### src/design/assert_macros.svh
// ---------------------------------------------------------------------------
// assert_macros.svh
// Concurrent assertion macros, empty when synthesizing
// ---------------------------------------------------------------------------
`ifndef ASSERT_MACROS_SVH
`define ASSERT_MACROS_SVH

`ifndef SYNTHESIS

// expr holds at every clock edge outside reset
`define ASSERT_ALWAYS(label, clk, rst_n, expr) \
    label: assert property (@(posedge clk) disable iff (!rst_n) (expr)) \
        else $error("%m: check failed");

// cons holds in the same cycle as ante
`define ASSERT_IMPLY(label, clk, rst_n, ante, cons) \
    label: assert property (@(posedge clk) disable iff (!rst_n) (ante) |-> (cons)) \
        else $error("%m: check failed");

// cons holds in the cycle after ante
`define ASSERT_NEXT(label, clk, rst_n, ante, cons) \
    label: assert property (@(posedge clk) disable iff (!rst_n) (ante) |=> (cons)) \
        else $error("%m: check failed");

`else

`define ASSERT_ALWAYS(label, clk, rst_n, expr)
`define ASSERT_IMPLY(label, clk, rst_n, ante, cons)
`define ASSERT_NEXT(label, clk, rst_n, ante, cons)

`endif

`endif

### src/design/phbt_pkg.sv
// ---------------------------------------------------------------------------
// phbt_pkg
// Types and constants of the pipeline hazard and branch timing unit
// ---------------------------------------------------------------------------
package phbt_pkg;

    localparam int STAGES        = 5;
    localparam int TABLE_ENTRIES = 64;
    localparam int IDX_W         = $clog2(TABLE_ENTRIES);
    localparam int IDX_LSB       = 4;
    localparam int MAX_RES       = 12;
    localparam int CNT_W         = $clog2(MAX_RES);

    localparam int IN_DATA_W  = 96;
    localparam int OUT_DATA_W = 72;
    localparam int OUT_USER_W = 3;

    localparam logic [7:0] NO_REG = 8'hFF;

    // squash replay counter codes
    localparam logic [1:0] SQ_FULL = 2'd2;
    localparam logic [1:0] SQ_ONE  = 2'd1;

    // instruction type codes
    localparam logic [3:0] TYPE_RTYPE    = 4'd1;
    localparam logic [3:0] TYPE_ITYPE    = 4'd2;
    localparam logic [3:0] TYPE_LOAD     = 4'd3;
    localparam logic [3:0] TYPE_STORE    = 4'd4;
    localparam logic [3:0] TYPE_BRANCH   = 4'd5;
    localparam logic [3:0] TYPE_JUMP     = 4'd6;
    localparam logic [3:0] TYPE_JUMP_REG = 4'd8;

    typedef struct packed {
        logic        valid;
        logic        bubble;
        logic [3:0]  kind;
        logic [7:0]  sa;
        logic [7:0]  sb;
        logic [7:0]  dr;
        logic [31:0] pc;
        logic [31:0] tgt;
    } slot_t;

    // input tdata layout, last field in the low bits
    typedef struct packed {
        logic [3:0]  pad;
        logic [31:0] target;
        logic [31:0] pc;
        logic [7:0]  dest_reg;
        logic [7:0]  src_b;
        logic [7:0]  src_a;
        logic [3:0]  item_type;
    } in_data_t;

    typedef struct packed {
        logic [3:0]  pad;
        logic [31:0] cycle_count;
        logic [31:0] retire_pc;
        logic [3:0]  retire_type;
    } out_data_t;

    typedef struct packed {
        logic done_res;
        logic retire_bubble;
        logic retire_valid;
    } out_user_t;

    typedef struct packed {
        logic        rvalid;
        logic        bubble;
        logic        done;
        logic        last;
        logic [3:0]  kind;
        logic [31:0] pc;
        logic [31:0] count;
    } result_t;

    typedef struct packed {
        logic        taken;
        logic [31:0] addr;
    } pred_data_t;

    typedef struct packed {
        logic             en;
        logic [IDX_W-1:0] idx;
        pred_data_t       data;
    } pred_wr_t;

    typedef struct packed {
        logic       valid;
        pred_data_t data;
    } pred_entry_t;

    function automatic slot_t bubble_slot();
        slot_t b;
        b        = '0;
        b.valid  = 1'b1;
        b.bubble = 1'b1;
        b.sa     = NO_REG;
        b.sb     = NO_REG;
        b.dr     = NO_REG;
        return b;
    endfunction

endpackage

### src/design/phbt_pred_table.sv
// ---------------------------------------------------------------------------
// phbt_pred_table
// Tagged one-bit branch table: synchronous memory with write forwarding
// ---------------------------------------------------------------------------
module phbt_pred_table (
    input  logic                        clk,
    input  logic                        rst_n,
    input  logic [phbt_pkg::IDX_W-1:0]  rd_idx,
    input  phbt_pkg::pred_wr_t          wr,
    output phbt_pkg::pred_entry_t       entry
);
    import phbt_pkg::*;

    pred_data_t             mem [TABLE_ENTRIES];
    pred_data_t             rd_data_reg;
    logic [TABLE_ENTRIES-1:0] valid_reg;
    logic [IDX_W-1:0]       rd_idx_reg;

    // read-modify-write on the same entry: new data goes straight to the read register
    always_ff @(posedge clk)
    begin
        if (wr.en)
        begin
            mem[wr.idx] <= wr.data;
        end
        if (wr.en && (wr.idx == rd_idx))
        begin
            rd_data_reg <= wr.data;
        end
        else
        begin
            rd_data_reg <= mem[rd_idx];
        end
    end

    always_ff @(posedge clk or negedge rst_n)
    begin
        if (!rst_n)
        begin
            valid_reg  <= '0;
            rd_idx_reg <= '0;
        end
        else
        begin
            rd_idx_reg <= rd_idx;
            if (wr.en)
            begin
                valid_reg[wr.idx] <= 1'b1;
            end
        end
    end

    always_comb
    begin
        entry.valid = valid_reg[rd_idx_reg];
        entry.data  = rd_data_reg;
    end

endmodule

### src/design/phbt_result_queue.sv
// ---------------------------------------------------------------------------
// phbt_result_queue
// Two-entry result queue between the timing engine and the output stream
// ---------------------------------------------------------------------------
module phbt_result_queue (
    input  logic              clk,
    input  logic              rst_n,
    input  logic              push,
    input  phbt_pkg::result_t push_data,
    output logic              space,
    output logic              out_valid,
    input  logic              out_ready,
    output phbt_pkg::result_t out_data
);
    import phbt_pkg::*;

    localparam int DEPTH   = 2;
    localparam int PTR_W   = $clog2(DEPTH);
    localparam int COUNT_W = $clog2(DEPTH + 1);

    result_t            entry_reg [DEPTH];
    logic [PTR_W-1:0]   wr_ptr_reg;
    logic [PTR_W-1:0]   rd_ptr_reg;
    logic [COUNT_W-1:0] count_reg;
    logic               pop;

    always_comb
    begin
        space     = (count_reg != COUNT_W'(DEPTH));
        out_valid = (count_reg != '0);
        out_data  = entry_reg[rd_ptr_reg];
        pop       = out_valid && out_ready;
    end

    always_ff @(posedge clk)
    begin
        if (push)
        begin
            entry_reg[wr_ptr_reg] <= push_data;
        end
    end

    always_ff @(posedge clk or negedge rst_n)
    begin
        if (!rst_n)
        begin
            wr_ptr_reg <= '0;
            rd_ptr_reg <= '0;
            count_reg  <= '0;
        end
        else
        begin
            if (push)
            begin
                wr_ptr_reg <= wr_ptr_reg + PTR_W'(1);
            end
            if (pop)
            begin
                rd_ptr_reg <= rd_ptr_reg + PTR_W'(1);
            end
            case ({push, pop})
                2'b10:   count_reg <= count_reg + COUNT_W'(1);
                2'b01:   count_reg <= count_reg - COUNT_W'(1);
                default: count_reg <= count_reg;
            endcase
        end
    end

endmodule

### src/design/pipeline_hazard_branch_timing_unit.sv
// ---------------------------------------------------------------------------
// pipeline_hazard_branch_timing_unit: five-stage pipeline timing engine
// one simulated cycle per clock while the result queue has space; each result is queued before output
// an item yields 1 to 12 results, set by the stall/squash loop
// async active-low reset empties stages, clears cycle count, table valid bits
// ---------------------------------------------------------------------------
`include "assert_macros.svh"

module pipeline_hazard_branch_timing_unit (
    input  logic                                 clk,
    input  logic                                 rst_n,
    input  logic                                 cfg_wr_en,
    input  logic                                 cfg_wr_data,   // prediction_enable
    input  logic                                 s_axis_tvalid,
    output logic                                 s_axis_tready,
    // item_type[3:0], src_a[11:4], src_b[19:12], dest_reg[27:20], pc[59:28],
    // target[91:60], zero pad
    input  logic [phbt_pkg::IN_DATA_W-1:0]       s_axis_tdata,
    input  logic                                 s_axis_tlast,  // end_of_trace
    output logic                                 m_axis_tvalid,
    input  logic                                 m_axis_tready,
    // retire_type[3:0], retire_pc[35:4], cycle_count[67:36], zero pad
    output logic [phbt_pkg::OUT_DATA_W-1:0]      m_axis_tdata,
    // retire_valid[0], retire_bubble[1], done_res[2]
    output logic [phbt_pkg::OUT_USER_W-1:0]      m_axis_tuser,
    output logic                                 m_axis_tlast   // last
);
    import phbt_pkg::*;

    slot_t            stage_reg  [STAGES];
    slot_t            stage_next [STAGES];
    slot_t            pair_reg   [2];
    slot_t            pair_next  [2];
    slot_t            held_reg;
    slot_t            held_next;
    slot_t            held_cur;
    slot_t            in_slot;
    logic [1:0]       sq_cnt_reg;
    logic [1:0]       sq_cnt_next;
    logic [31:0]      cycles_reg;
    logic [31:0]      cycles_next;
    logic             pe_reg;
    logic             active_reg;
    logic             end_reg;
    logic [CNT_W-1:0] cnt_reg;

    in_data_t         in_d;
    logic             starting;
    logic             step;
    logic             cur_end;
    logic [CNT_W-1:0] cur_cnt;
    logic             done_now;
    logic             lu;
    logic             use_ab;
    logic             use_a;
    logic             hold;
    logic             fin;
    logic             squash;
    logic             is_jump;
    logic             is_branch;
    logic             taken;
    logic             hit;
    logic             wr_req;
    logic [31:0]      bpc;
    logic [31:0]      rd_pc;

    pred_wr_t         pred_wr;
    pred_entry_t      pred_entry;
    result_t          res;
    result_t          head;
    logic             q_space;
    out_data_t        out_d;
    out_user_t        out_u;

    phbt_pred_table u_table (
        .clk    (clk),
        .rst_n  (rst_n),
        .rd_idx (rd_pc[IDX_LSB +: IDX_W]),
        .wr     (pred_wr),
        .entry  (pred_entry)
    );

    phbt_result_queue u_queue (
        .clk       (clk),
        .rst_n     (rst_n),
        .push      (step),
        .push_data (res),
        .space     (q_space),
        .out_valid (m_axis_tvalid),
        .out_ready (m_axis_tready),
        .out_data  (head)
    );

    // item control
    always_comb
    begin
        in_d              = in_data_t'(s_axis_tdata);
        in_slot           = '0;
        in_slot.valid     = 1'b1;
        in_slot.kind      = in_d.item_type;
        in_slot.sa        = in_d.src_a;
        in_slot.sb        = in_d.src_b;
        in_slot.dr        = in_d.dest_reg;
        in_slot.pc        = in_d.pc;
        in_slot.tgt       = in_d.target;

        s_axis_tready = !active_reg && q_space;
        starting      = s_axis_tvalid && s_axis_tready;
        step          = active_reg ? q_space : starting;
        cur_end       = active_reg ? end_reg : s_axis_tlast;
        cur_cnt       = active_reg ? cnt_reg : '0;
        held_cur      = cur_end ? slot_t'('0) : (starting ? in_slot : held_reg);
        done_now      = cur_end && !stage_reg[STAGES-1].valid;
    end

    // load followed by a dependent user
    always_comb
    begin
        use_ab = (stage_reg[0].kind == TYPE_RTYPE) || (stage_reg[0].kind == TYPE_STORE) ||
                 (stage_reg[0].kind == TYPE_BRANCH);
        use_a  = (stage_reg[0].kind == TYPE_ITYPE) || (stage_reg[0].kind == TYPE_LOAD) ||
                 (stage_reg[0].kind == TYPE_JUMP_REG);
        lu     = stage_reg[1].valid && stage_reg[0].valid &&
                 (stage_reg[1].kind == TYPE_LOAD) &&
                 ((use_ab && ((stage_reg[1].dr == stage_reg[0].sa) ||
                              (stage_reg[1].dr == stage_reg[0].sb))) ||
                  (use_a && (stage_reg[1].dr == stage_reg[0].sa)));
    end

    // one simulated cycle
    always_comb
    begin
        stage_next  = stage_reg;
        pair_next   = pair_reg;
        sq_cnt_next = sq_cnt_reg;
        held_next   = held_cur;
        cycles_next = cycles_reg;
        hold        = 1'b0;
        squash      = 1'b0;
        wr_req      = 1'b0;
        is_jump     = 1'b0;
        is_branch   = 1'b0;
        hit         = 1'b0;
        taken       = 1'b0;
        bpc         = stage_reg[1].pc;

        if (!done_now)
        begin
            for (int i = STAGES - 1; i > 0; i--)
            begin
                stage_next[i] = stage_reg[i-1];
            end
            if (lu)
            begin
                stage_next[1] = bubble_slot();
                stage_next[0] = stage_reg[0];
                hold          = 1'b1;
            end
            else if (sq_cnt_reg != 2'd0)
            begin
                // replay the squashed slots, older one first
                held_next     = (sq_cnt_reg == SQ_FULL) ? pair_reg[1] : pair_reg[0];
                hold          = (sq_cnt_reg == SQ_FULL);
                stage_next[0] = held_next;
                sq_cnt_next   = sq_cnt_reg - SQ_ONE;
            end
            else
            begin
                stage_next[0] = held_cur;
            end

            // stage 2 after the shift is the old stage 1, whose table entry is in pred_entry
            is_jump   = stage_next[2].valid && ((stage_next[2].kind == TYPE_JUMP) ||
                                                (stage_next[2].kind == TYPE_JUMP_REG));
            is_branch = stage_next[1].valid && stage_next[2].valid &&
                        (stage_next[2].kind == TYPE_BRANCH);
            taken     = (stage_next[2].tgt == stage_next[1].pc);
            hit       = pred_entry.valid && (pred_entry.data.addr == bpc);

            if (is_jump)
            begin
                squash = 1'b1;
            end
            else if (is_branch)
            begin
                if (!pe_reg)
                begin
                    squash = taken;
                end
                else if (!hit)
                begin
                    wr_req = 1'b1;
                    squash = taken;
                end
                else if (pred_entry.data.taken != taken)
                begin
                    wr_req = 1'b1;
                    squash = 1'b1;
                end
            end

            if (squash)
            begin
                pair_next[0]  = stage_next[0];
                pair_next[1]  = stage_next[1];
                stage_next[1] = bubble_slot();
                stage_next[0] = bubble_slot();
                sq_cnt_next   = SQ_FULL;
                hold          = 1'b1;
            end

            cycles_next = cycles_reg + 32'd1;
        end

        pred_wr.en         = step && wr_req;
        pred_wr.idx        = bpc[IDX_LSB +: IDX_W];
        pred_wr.data.taken = taken;
        pred_wr.data.addr  = bpc;

        // table read address follows the slot that lands in stage 1
        rd_pc = step ? stage_next[1].pc : stage_reg[1].pc;

        fin = done_now || (cur_cnt == CNT_W'(MAX_RES - 1)) || (!cur_end && !hold);

        res        = '0;
        res.rvalid = !done_now && stage_next[STAGES-1].valid;
        res.bubble = res.rvalid && stage_next[STAGES-1].bubble;
        res.kind   = res.rvalid ? stage_next[STAGES-1].kind : 4'd0;
        res.pc     = res.rvalid ? stage_next[STAGES-1].pc : 32'd0;
        res.count  = cycles_next;
        res.done   = done_now;
        res.last   = fin;
    end

    always_ff @(posedge clk or negedge rst_n)
    begin
        if (!rst_n)
        begin
            for (int i = 0; i < STAGES; i++)
            begin
                stage_reg[i] <= '0;
            end
            sq_cnt_reg <= '0;
            cycles_reg <= '0;
            pe_reg     <= 1'b0;
            active_reg <= 1'b0;
            end_reg    <= 1'b0;
            cnt_reg    <= '0;
        end
        else
        begin
            if (cfg_wr_en)
            begin
                pe_reg <= cfg_wr_data;
            end
            if (step)
            begin
                stage_reg  <= stage_next;
                sq_cnt_reg <= sq_cnt_next;
                cycles_reg <= cycles_next;
                active_reg <= !fin;
                end_reg    <= cur_end;
                cnt_reg    <= cur_cnt + CNT_W'(1);
            end
        end
    end

    always_ff @(posedge clk)
    begin
        if (step)
        begin
            held_reg  <= held_next;
            pair_reg  <= pair_next;
        end
    end

    always_comb
    begin
        out_d.pad           = '0;
        out_d.cycle_count   = head.count;
        out_d.retire_pc     = head.pc;
        out_d.retire_type   = head.kind;
        out_u.done_res      = head.done;
        out_u.retire_bubble = head.bubble;
        out_u.retire_valid  = head.rvalid;
        m_axis_tdata        = out_d;
        m_axis_tuser        = out_u;
        m_axis_tlast        = head.last;
    end

    `ASSERT_IMPLY(a_done_form, clk, rst_n, m_axis_tvalid && head.done, head.last && !head.rvalid)
    `ASSERT_ALWAYS(a_cnt_bound, clk, rst_n, !active_reg || (cnt_reg < CNT_W'(MAX_RES)))
    `ASSERT_NEXT(a_fin_idle, clk, rst_n, step && fin, !active_reg)
    `ASSERT_ALWAYS(a_sq_range, clk, rst_n, sq_cnt_reg != 2'd3)

endmodule
### config.mk
export PLATFORM = sky130hd
export DESIGN_NAME = pipeline_hazard_branch_timing_unit
export DESIGN_NICKNAME = d
export VERILOG_FILES = /design/src/design/phbt_pkg.sv /design/src/design/phbt_pred_table.sv /design/src/design/phbt_result_queue.sv /design/src/design/pipeline_hazard_branch_timing_unit.sv
export VERILOG_INCLUDE_DIRS = /design/src /design/src/design
export SDC_FILE = /design/constraint.sdc
export NUM_CORES = 2
export LEC_CHECK = 0
export BUFFER_PORTS_ARGS = -buffer_cell sky130_fd_sc_hd__clkbuf_2
export CAP_MARGIN = 10
export CORE_UTILIZATION = 46
export CTS_CLUSTER_DIAMETER = 60
export DETAILED_ROUTE_END_ITERATION = 10
export SLEW_MARGIN = 25
export SYNTH_ARGS = -nofsm -noshare
export SYNTH_HDL_FRONTEND = slang
export SYNTH_SLANG_ARGS = --single-unit
### constraint.sdc
create_clock -name clk -period 20.5 [get_ports clk]
set_input_delay 2.05 -clock clk [delete_from_list [all_inputs] [get_ports clk]]
set_output_delay 2.05 -clock clk [all_outputs]
set_load 0.005 [all_outputs]
**After elaboration in Yosys (flattened, before gate mapping)**

Memory sizes are Yosys's and may differ from the RTL's. A register that Yosys moved wholly into a read port is not among the register bits.
Cells that the tools add are included.

- Bits in registers: 867
- Bits in writable memories: 2256
- Input port bits: 103
- Logic and storage cells: 196
- Memories kept: 2

Memories:

| name | depth | bits a word | rd ports | clocked after Yosys merged registers in | wr ports | line | RTL |
|---|---|---|---|---|---|---|---|
| u_table.mem | 64 | 33 | 1 | 1 | 1 | phbt_pred_table.sv:14 | `pred_data_t mem [TABLE_ENTRIES];` |
| u_queue.entry_reg | 2 | 72 | 1 | 0 | 1 | phbt_result_queue.sv:21 | `result_t entry_reg [DEPTH];` |

- Add/subtract/negate cells: 7
- Order comparisons: 3
- Equal/unequal tests: 21
- Muxes and demuxes: 46
- Bitwise gates (word level): 2
- Reductions and logical operators: 40

Operator list:

| operator | number |
|---|---|
| $mux 94 | 9 |
| $mux 346 | 1 |
| $mux 188 | 1 |
| $eq 32x32->1 | 2 |
| $mux 32 | 2 |
| $or 64x64->64 | 1 |
| $add 32x1->32 const B | 1 |
| $mux 1 | 24 |
| $logic_and 1x1->1 | 18 |
| $eq 4x3->1 const B | 4 |
| $eq 8x8->1 | 2 |
| $lt 6x7->1 const B | 2 |
| $eq 4x2->1 const B | 3 |
| $eq 4x4->1 const B | 3 |
| $mux 10 | 1 |
| $logic_or 1x1->1 | 9 |
| $mux 4 | 2 |
| $reduce_bool 2->1 | 4 |
| $bmux 1 s6 | 1 |
| $demux 1 s6 | 1 |
| $ge 6x1->1 const B | 1 |
| $logic_not 1->1 | 6 |
| $mux 2 | 3 |
| $add 4x1->4 const B | 1 |
| 14 further kinds | 17 |

**Logic depth before layout (Yosys ltp)**

- Depth after elaboration: 22
- Mapped depth: 19
- Gate-level depth less buffers: 12

**By module**

From an unflattened synthesis, not the netlist that was laid out.

- Cells, all modules: 6680
- Area, all modules: 116396.6 µm²

By module, submodules not included:

| module | instances | cells each | area each (µm²) | seq. area each (µm²) |
|---|---|---|---|---|
| phbt_pred_table | 1 | 3632 | 83012.1 | 65292.6 |
| pipeline_hazard_branch_timing_unit | 1 | 2807 | 27644.0 | 15725.1 |
| phbt_result_queue | 1 | 241 | 5740.5 | 4424.2 |

**Least setup slack after synthesis**

Ideal clock, no wire load.

- Kind: reg2reg
- Start point: reg (tool-made name)
- End point: reg pair_reg[0] in the netlist's numbering (enable)
- Library setup time: 738 ps
- Arrival: 11137 ps
- Setup slack: 8625 ps
- Stages on the path, launching flop included: 17
- Buffers on the path: 6
- Period minus slack after synthesis: 11875 ps
- Cell sequence: dfxtp_1 -> buf_6 -> buf_6 -> buf_4 -> buf_2 -> mux4_2 -> a22oi_1 -> nand2_1 -> a211oi_1 -> nor2_1 -> nand4b_1 -> nor4_1 -> and4_1 -> nor3_2 -> buf_2 -> buf_2 -> nor2_1

RTL lines:

| element | line | RTL |
|---|---|---|
| to (signal assigned) | pipeline_hazard_branch_timing_unit.sv:273 | `pair_reg <= pair_next;` |
| to (decl) | pipeline_hazard_branch_timing_unit.sv:32 | `slot_t pair_reg [2];` |

==> results.json <==
{
  "ctsRootBufferMaster": "clkbuf_16",
  "final_max_slew_viol_count": 0,
  "die_y_um": 508,
  "crit_path_end": "pair_reg[5]$_DFFE_PP_",
  "finalSetupTns_ps": 0,
  "rows": 185,
  "seq_power_share": 0.422,
  "pin_count": 181,
  "r2r-end": "pair_reg[5]$_DFFE_PP_",
  "syn_inst": 7142,
  "initial_core_util": 0.463,
  "grt_max_degree": 191,
  "nFillCells": 20500,
  "area_growth_pct": 13.2,
  "rsz0062_at_grt": "false",
  "worstSetupEndpointType": "flop",
  "wl_per_cell_um": 31.6,
  "post-route-util": 0.524,
  "largest_reg_flops": 2112,
  "clock_power_share": 0.290,
  "most-common-layout-cells": "edfxtp_1, nand2_1, mux2i_1",
  "tightest_slew_ps": 1120,
  "drive_above_1_share": 0.192,
  "cts_tree": "yes",
  "cts.sinks": 2908,
  "syn_area_um2": 118000,
  "crit_slowest_cell": "nor4_1",
  "path_class": "reg2reg",
  "grtUsageTotal": 0.269,
  "wl_um": 349000,
  "htree_levels": 5,
  "firstDrtPassIters": 8,
  "drt_iter0_drc": 8935,
  "cp.arrival_ps": 10100,
  "setup_viol_count_final": 0,
  "synth_ff_type": "edfxtp_1",
  "coreArea_um2": 254000,
  "critical-path-max-stage-delay_ps": 770,
  "fmax_ghz": 0.105,
  "min_period_ps": 9550,
  "critPathRequiredTime_ps": 21040,
  "p_sw_frac": 0.336,
  "vias_per_cell": 6.17,
  "yosys_warnings": 0,
  "pwr-share-comb": 0.288,
  "port_buffers": 172,
  "hp-class": "reg2reg",
  "ys_seq_area_frac": 0.726,
  "p_sw_mw": 6.35,
  "synth-edff-count": 2538,
  "drc": 0,
  "start_kind": "flop",
  "clockBufferDepth": 4,
  "seq_area_um2": 85500,
  "grt_pass1_wl_um": 493000,
  "finalCritPeriodShare": 0.466,
  "hpwl_um": 200000,
  "grt_pass1_vias": 66400,
  "reg2reg_depth": 18,
  "nNetsFinal": 7530,
  "avgSynthCellArea_um2": 16.5,
  "clk_latency_ps": 960,
  "maxCapViolations": 0,
  "ir_drop_mv": 0.0966,
  "synth_cell_types": 79,
  "die-area_um2": 258000,
  "antenna_found_initial": 8,
  "ctsResizeCount": 0,
  "maxSlewHeadroom": 0.245,
  "final_common_cell": "edfxtp_1",
  "cts.reportedPaths.clkPinSlew_ps": 60,
  "path_cells": "buf_4, buf_4, buf_4, buf_4, mux4_2, nand3_1, o211ai_1, and4b_1, a21oi_1, nor3b_1, nand4b_1, nor4_1, and4_1, nor3_4, buf_12, nor2_4, buf_6, buf_4",
  "intPower_mw": 12.5,
  "clock_skew_ps": 65.1,
  "multiInputGateArea_um2": 30600,
  "place.gp.congestion": 0.889,
  "crit_top_cell": "buf_4",
  "power.density_nw_per_um2": 142,
  "hold_viol_final": 0,
  "ant_nets": 0,
  "cts_setup_buffers": 0,
  "path_max_fanout": 150,
  "num_vias": 68100,
  "cts_buffers": 322,
  "reg2reg_slack_ps": 10950,
  "hold-worst-slack_ps": 443,
  "cts_hold_buf": 0,
  "gr-total-overflow": 0,
  "ys_async_sr_fraction": 0.125,
  "ys_ff_latch": 2908,
  "status": "completed",
  "p_leak_nw": 46.1,
  "die_w_um": 508
}
## Yosys cell counts, types with 74 or more instances
library cell | count | area share
a21o_1 | 77 | 0.0049
a21oi_1 | 367 | 0.016
a22oi_1 | 198 | 0.013
buf_2 | 97 | 0.0041
clkbuf_1 | 243 | 0.0077
dfrtp_1 | 364 | 0.077
edfxtp_1 | 2538 | 0.65
mux2_2 | 97 | 0.0093
mux2i_1 | 484 | 0.041
mux4_2 | 359 | 0.069
nand2_1 | 560 | 0.018
nand3_1 | 111 | 0.0047
nor2_1 | 455 | 0.015
nor2b_1 | 74 | 0.0039
## worst max-delay path: cells and delay by family, from the launching register on
family / cells / cell delay, ps
buffers and inverters: 7 / 4230
and+or+nand+nor: 8 / 2920
AOI/OAI and AO/OA: 2 / 420
DFF: 1 / 660
muxes: 1 / 580
## stage by stage
step	cell area [µm²]	cells	total power [mW]	setup WS, ps
after global routing	133000	11000	19.6	10530
after CTS	133000	11000	18.9	10760
after floorplan	118000	7145	11.4	8620
after detailed placement	123000	10500	13.5	10790
final	133000	11000	18.9	10950
after global placement	123000	10500	13.4	10920
## per-layer routing
metal	part of all wire	wire length [µm]	vias to the layer above	GRT usage
li1	-	-	28400	-
met1	0.41	142000	35900	0.377
met2	0.47	163000	3142	0.418
met3	0.088	30800	640	0.0538
met4	0.037	12900	2	0.0949
met5	0.000032	11	-	0
## cell families after synthesis
logic type / share of synthesized area
other: 0.0000318
multiplexers: 0.119
flip-flops: 0.726
adder cells (fa/ha/maj): 0.000531
AND/OR/NAND/NOR: 0.0668
buffers and inverters: 0.0205
XOR/XNOR: 0.00848
AO/OA/AOI/OAI: 0.0591
## worst min path at each step
stage | startpoint | end | slack, ps | cells past startpoint
global placement | u_table.valid_reg[41]$_DFFE_PN0N_ | u_table.valid_reg[41]$_DFFE_PN0N_ | 440 | 1
global route | u_table.valid_reg[52]$_DFFE_PN0N_ | u_table.valid_reg[52]$_DFFE_PN0N_ | 470 | 1
CTS | stage_reg[281]$_DFFE_PN0P_ | stage_reg[187]$_DFFE_PN0P_ | 440 | 2
floorplan | u_table.valid_reg[10]$_DFFE_PN0N_ | u_table.valid_reg[10]$_DFFE_PN0N_ | 430 | 1
finish | stage_reg[239]$_DFFE_PN0P_ | stage_reg[145]$_DFFE_PN0P_ | 440 | 2
detailed placement | u_table.valid_reg[52]$_DFFE_PN0N_ | u_table.valid_reg[52]$_DFFE_PN0N_ | 450 | 1
## power by group through the flow
stage | registers (mW) | logic [mW] | clock network, mW
2_1_floorplan | 8.07 | 3.33 | 0
3_3_place_gp | 8.09 | 5.30 | 0
3_5_place_dp | 8.09 | 5.42 | 0
4_1_cts | 7.97 | 5.44 | 5.54
5_1_grt | 8.02 | 5.81 | 5.75
6_report | 7.97 | 5.45 | 5.47
## cell type report
class | instances | area share
flip-flops and latches | 2908 | 0.642
multi-input cells | 3711 | 0.230
clock buffers | 437 | 0.0654
well taps | 3366 | 0.0316
repair buffers | 417 | 0.0216
clock inverters | 124 | 0.00809
inverters | 62 | 0.00177
diodes | 2 | 0.0000376
Power figures use the tool's default switching activity.
